==> src/rtl/core/pmrr_ram.sv <==
`default_nettype none
// ----------------------------------------------------------------------------
// pmrr_ram
// Generic simple dual-port RAM: one write port, one read port, registered read.
// ----------------------------------------------------------------------------
module pmrr_ram #(
  parameter int WIDTH = 8,
  parameter int DEPTH = 256,
  parameter int AW    = (DEPTH > 1) ? $clog2(DEPTH) : 1
) (
  input  wire logic             clk_i,
  input  wire logic             we_i,
  input  wire logic [AW-1:0]    waddr_i,
  input  wire logic [WIDTH-1:0] wdata_i,
  input  wire logic             re_i,
  input  wire logic [AW-1:0]    raddr_i,
  output logic      [WIDTH-1:0] rdata_o
);

  logic [WIDTH-1:0] mem_q [DEPTH];
  logic [WIDTH-1:0] rdata_q;

  always_ff @(posedge clk_i) begin
    if (we_i) begin
      mem_q[waddr_i] <= wdata_i;
    end
    if (re_i) begin
      rdata_q <= mem_q[raddr_i];
    end
  end

  assign rdata_o = rdata_q;

endmodule
`default_nettype wire

==> config.mk <==
export PLATFORM = sky130hd
export DESIGN_NAME = pmrr_ram
export DESIGN_NICKNAME = d
export VERILOG_FILES = /design/src/rtl/core/pmrr_ram.sv
export SDC_FILE = /design/constraint.sdc
export NUM_CORES = 2
export LEC_CHECK = 0
export BUFFER_PORTS_ARGS = -buffer_cell sky130_fd_sc_hd__buf_2
export CAP_MARGIN = 20
export CORE_UTILIZATION = 60
export CTS_BUF_LIST = sky130_fd_sc_hd__clkbuf_4
export CTS_CLUSTER_SIZE = 20
export DETAILED_ROUTE_END_ITERATION = 6
export GPL_ROUTABILITY_DRIVEN = 1
export PLACE_DENSITY = 0.85
export SLEW_MARGIN = 20
export SYNTH_ARGS = -nofsm -noshare
export SYNTH_HDL_FRONTEND = slang
export SYNTH_SLANG_ARGS = --single-unit
==> constraint.sdc <==
create_clock -name clk_i -period 3.1 [get_ports clk_i]
set_input_delay 0.62 -clock clk_i [delete_from_list [all_inputs] [get_ports clk_i]]
set_output_delay 0.62 -clock clk_i [all_outputs]
set_load 0.03 [all_outputs]
**After elaboration in Yosys (flattened, before gate mapping)**

Memories as Yosys holds them, arrays and structs flattened. A register that Yosys moved wholly into a read port is not among the register bits.
Index checks and enable logic that the tools add are counted.
W data, S select, Z words.

- Register bits: 0
- Memory bits (writable): 2,048
- Input bits: 27
- Output and inout port bits: 8
- Logic and storage cells: 3
- Memories kept: 1

- Muxes and demuxes: 2

Memories:

| memory | words | bits a word | rd ports | clocked after Yosys merged registers in | wr ports | line | RTL |
|---|---|---|---|---|---|---|---|
| mem_q | 256 | 8 | 1 | 1 | 1 | 20 | `logic [WIDTH-1:0] mem_q [DEPTH];` |

Operators with widths:

| operator | number |
|---|---|
| $mux W1 | 2 |

**Logic depth before layout (Yosys ltp)**

- Depth after elaboration: 2
- Mapped depth: 11
- Mapped depth without buffers: 6

**Least setup slack after synthesis**

No wires, ideal clock.

- Path type: input to register
- Start point: input port raddr_i[0]
- End point: register rdata_q[2], in the netlist rdata_o[2] (read register of mem_q), data pin
- Data arrival time: 2,427 ps
- Setup slack: 404 ps
- Stages on the path: 9
- Buffers on the path: 4
- Cell sequence: buf_6 > buf_12 > buf_8 > buf_2 > mux4_2 > a22oi_1 > a21oi_1 > nor4_1 > nor4_2

RTL lines:

| what | line | RTL |
|---|---|---|
| from (decl) | 16 | `input wire logic [AW-1:0] raddr_i,` |
| to (decl) | 21 | `logic [WIDTH-1:0] rdata_q;` |

==> metrics.yaml <==
p_leak_nw: 30.4
area_growth_pct: 15.8
cts_resized: 0
reg2reg_slack_ns: -0.02
min_to: "mem_q[178][1]"
fmax_ghz: 0.320
hold_path.class: "in -> reg"
worst-r2r-cell-count: 6
synth_edf_count: 2056
powerDensity_mw_per_mm2: 603
worstPathMaxFanout: 1
clk_path_buf_depth: 4
setup_ws_ns: -0.0242
async_flop_share_pct: 0
utilization_pct: 70.0
first_iter_violations: 7990
std_cell_rows: 133
insertion_delay_ns: 1.45
power.total_mw: 55.6
cap_violations: 0
synthCells: 3733
fillers: 7047
grt_max_degree: 134
peakVddDrop_v: 0.000441
synthesis.nets: 3760
drt_pass1_iterations: 7
drive_gt1_share_pct: 36.5
wl_per_cell_um: 32.3
syn_avg_cell_area_um2: 21.3
antenna_left: 0
synth_warnings: 0
synth_area_mm2: 0.0796
track_usage_pct: 32.8
ys_seq_area_share_pct: 77.5
slew_headroom_pct: 20.6
post-route-min-period_ns: 3.12
io_pins: 35
place_congestion: 0.931
overflow: 0
critPathKind: "reg -> reg"
vias: 46000
timing.rr.end: "rdata_o[5]"
fin_nets: 4649
core_mm2: 0.132
root_buffer: "clkbuf_4"
finalHoldViolations: 0
drv_slew: 0
grt_pass1_wl_um: 315000
regToRegStartpoint: "mem_q[209][5]"
die_w_um: 366
wirelength_um: 218000
antenna_found_initial: 8
fp.dieH_um: 366
grt_pass1_vias: 47400
clock_sinks: 2056
finalCritPeriodShare_pct: 101
holdBufCountCts: 15
crit_required_ns: 4.21
ys_types: 54
ys.flop_type: "edfxtp_1"
outcome: "finished, violations left"
post_cts_buffers: 0
die_area_mm2: 0.134
hold_depth: 4
cts_max_level: 5
io_buffers: 34
start_kind: "register"
violations: "design-rule violations, negative setup slack"
yosys_register_bits: 2056
arrival_ns: 4.23
drc: 6
end_kind: "register"
cts_tree: "yes"
viasPerCell: 6.82
hpwl_um: 128000
hp-start: "waddr_i[4]"
rsz0062_at_grt: "false"
setup_viol: 1
cts_buffers: 487
tightestPinTransition_ns: 1.18
fin_worst_skew_ns: 0.0896
clkTransAtPathRegs_ns: 0.07
initial_core_util_pct: 60.5
## critical path: stages (launching register included)
cell      delay, ns
edfxtp_1       0.41
mux4_2         0.49
a22o_1         0.29
a221oi_1       0.47
o32ai_1        0.27
nor3_1         0.73
nor4_1         0.14
## worst max-delay path by stage
stage / cells past startpoint / from / endpoint / slack, ns
final: 6 / mem_q[209][5] / rdata_o[5] / -0.02
after global routing: 6 / mem_q[87][0] / rdata_o[0] / 0.10
after CTS: 6 / mem_q[67][0] / rdata_o[0] / 0.11
after detailed placement: 10 / raddr_i[0] / rdata_o[0] / -0.72
after global placement: 10 / raddr_i[0] / rdata_o[0] / -0.67
after floorplan: 9 / raddr_i[0] / rdata_o[2] / 0.40
## placed cells by master (no fill, tap or decap), types with 4 or more instances in the layout
| master | netlist | final |
|---|---|---|
| dlygate4sd3_1 | 0 | 15 |
| or2_2 | 4 | 4 |
| clkbuf_4 | 0 | 696 |
| nor2_1 | 282 | 279 |
| a211oi_1 | 16 | 16 |
| o21ai_0 | 10 | 10 |
| buf_2 | 31 | 23 |
| nand2_1 | 33 | 33 |
| inv_2 | 0 | 4 |
| buf_12 | 8 | 76 |
| and2_1 | 6 | 6 |
| nand4_1 | 10 | 10 |
| edfxtp_1 | 2056 | 2056 |
| bufinv_16 | 0 | 7 |
| o221ai_1 | 46 | 46 |
| nor3_1 | 22 | 22 |
| a221oi_1 | 13 | 13 |
| a21oi_1 | 96 | 96 |
| o22ai_1 | 28 | 28 |
| o32ai_1 | 4 | 4 |
| buf_4 | 27 | 509 |
| a22oi_1 | 133 | 133 |
| clkinv_1 | 1 | 121 |
| o22a_1 | 5 | 5 |
| mux4_2 | 454 | 454 |
| clkbuf_8 | 0 | 8 |
| nor2b_1 | 31 | 28 |
| clkinv_2 | 0 | 15 |
| nand3_1 | 34 | 34 |
| a22o_1 | 8 | 8 |
| o211ai_1 | 10 | 10 |
| mux2i_1 | 134 | 134 |
| nand2b_1 | 8 | 8 |
| nor4_1 | 24 | 24 |
| diode_2 | 0 | 20 |
## power by group
group          switching, mW  leakage, nW  total (mW)  internal (mW)
Sequential            0.0472         18.5        30.7           30.6
Clock                   10.8         3.57        21.7           10.8
Combinational           2.00         8.33        3.22           1.22
## metrics by stage
stage | cells | area, µm² | hold WS (ns) | setup TNS (ns) | worst slack [ns]
after floorplan | 3733 | 79600 | 0.719 | 0 | 0.404
after global placement | 5873 | 86000 | 1.01 | -3.90 | -0.669
after CTS | 6731 | 92100 | 0.0498 | 0 | 0.110
after global routing | 6740 | 92200 | 0.0546 | 0 | 0.100
final | 6751 | 92200 | 0.149 | -0.0242 | -0.0242
after detailed placement | 5873 | 86000 | 1.02 | -4.33 | -0.722
## per-layer routing
metal / routed length, µm / up-vias / track usage [%]
met5: 83 / - / 0
met4: 14500 / 6 / 19.9
li1: - / 17800 / -
met2: 104000 / 4575 / 50.7
met3: 31600 / 997 / 10.0
met1: 68400 / 22700 / 41.1
## cells by family after synthesis
group | share of synthesized area, %
compound gates | 3.42
flops | 77.5
mux | 14.6
simple gates | 2.63
buf+inv | 1.83
## layout make-up
cell class	count	area [µm²]	area share [%]
antenna	20	50.0	0.0543
clock buffer	696	5230	5.67
clock inverter	147	758	0.822
inverter	2	7.51	0.00814
multi-input combinational	1442	16500	17.9
sequential	2056	61700	67.0
tap	1755	2200	2.38
timing repair buffer	633	5750	6.23
## synth_stat cells (10+ instances only)
library cell  instances  area [µm²]
nor2b_1              31         194
nor3_1               22         110
o221ai_1             46         403
edfxtp_1           2056       61700
a211oi_1             16         120
mux2i_1             134        1340
buf_4                27         203
buf_2                31         155
a22oi_1             133         998
buf_1                22        82.6
o211ai_1             10        75.1
nand3_1              34         170
nand4_1              10        62.6
o21ai_0              10        50.1
buf_6                21         236
nand2_1              33         124
clkbuf_1            111         417
a221oi_1             13         114
mux4_2              454       10200
nor4_1               24         150
nor2_1              282        1060
buf_8                13         195
a21oi_1              96         480
o22ai_1              28         175
## sequential cells by signal, summed over array words and instances (netlist names)
signal,cells
mem_q,2048
rdata_o,8
(Power assumes the default switching activity.)
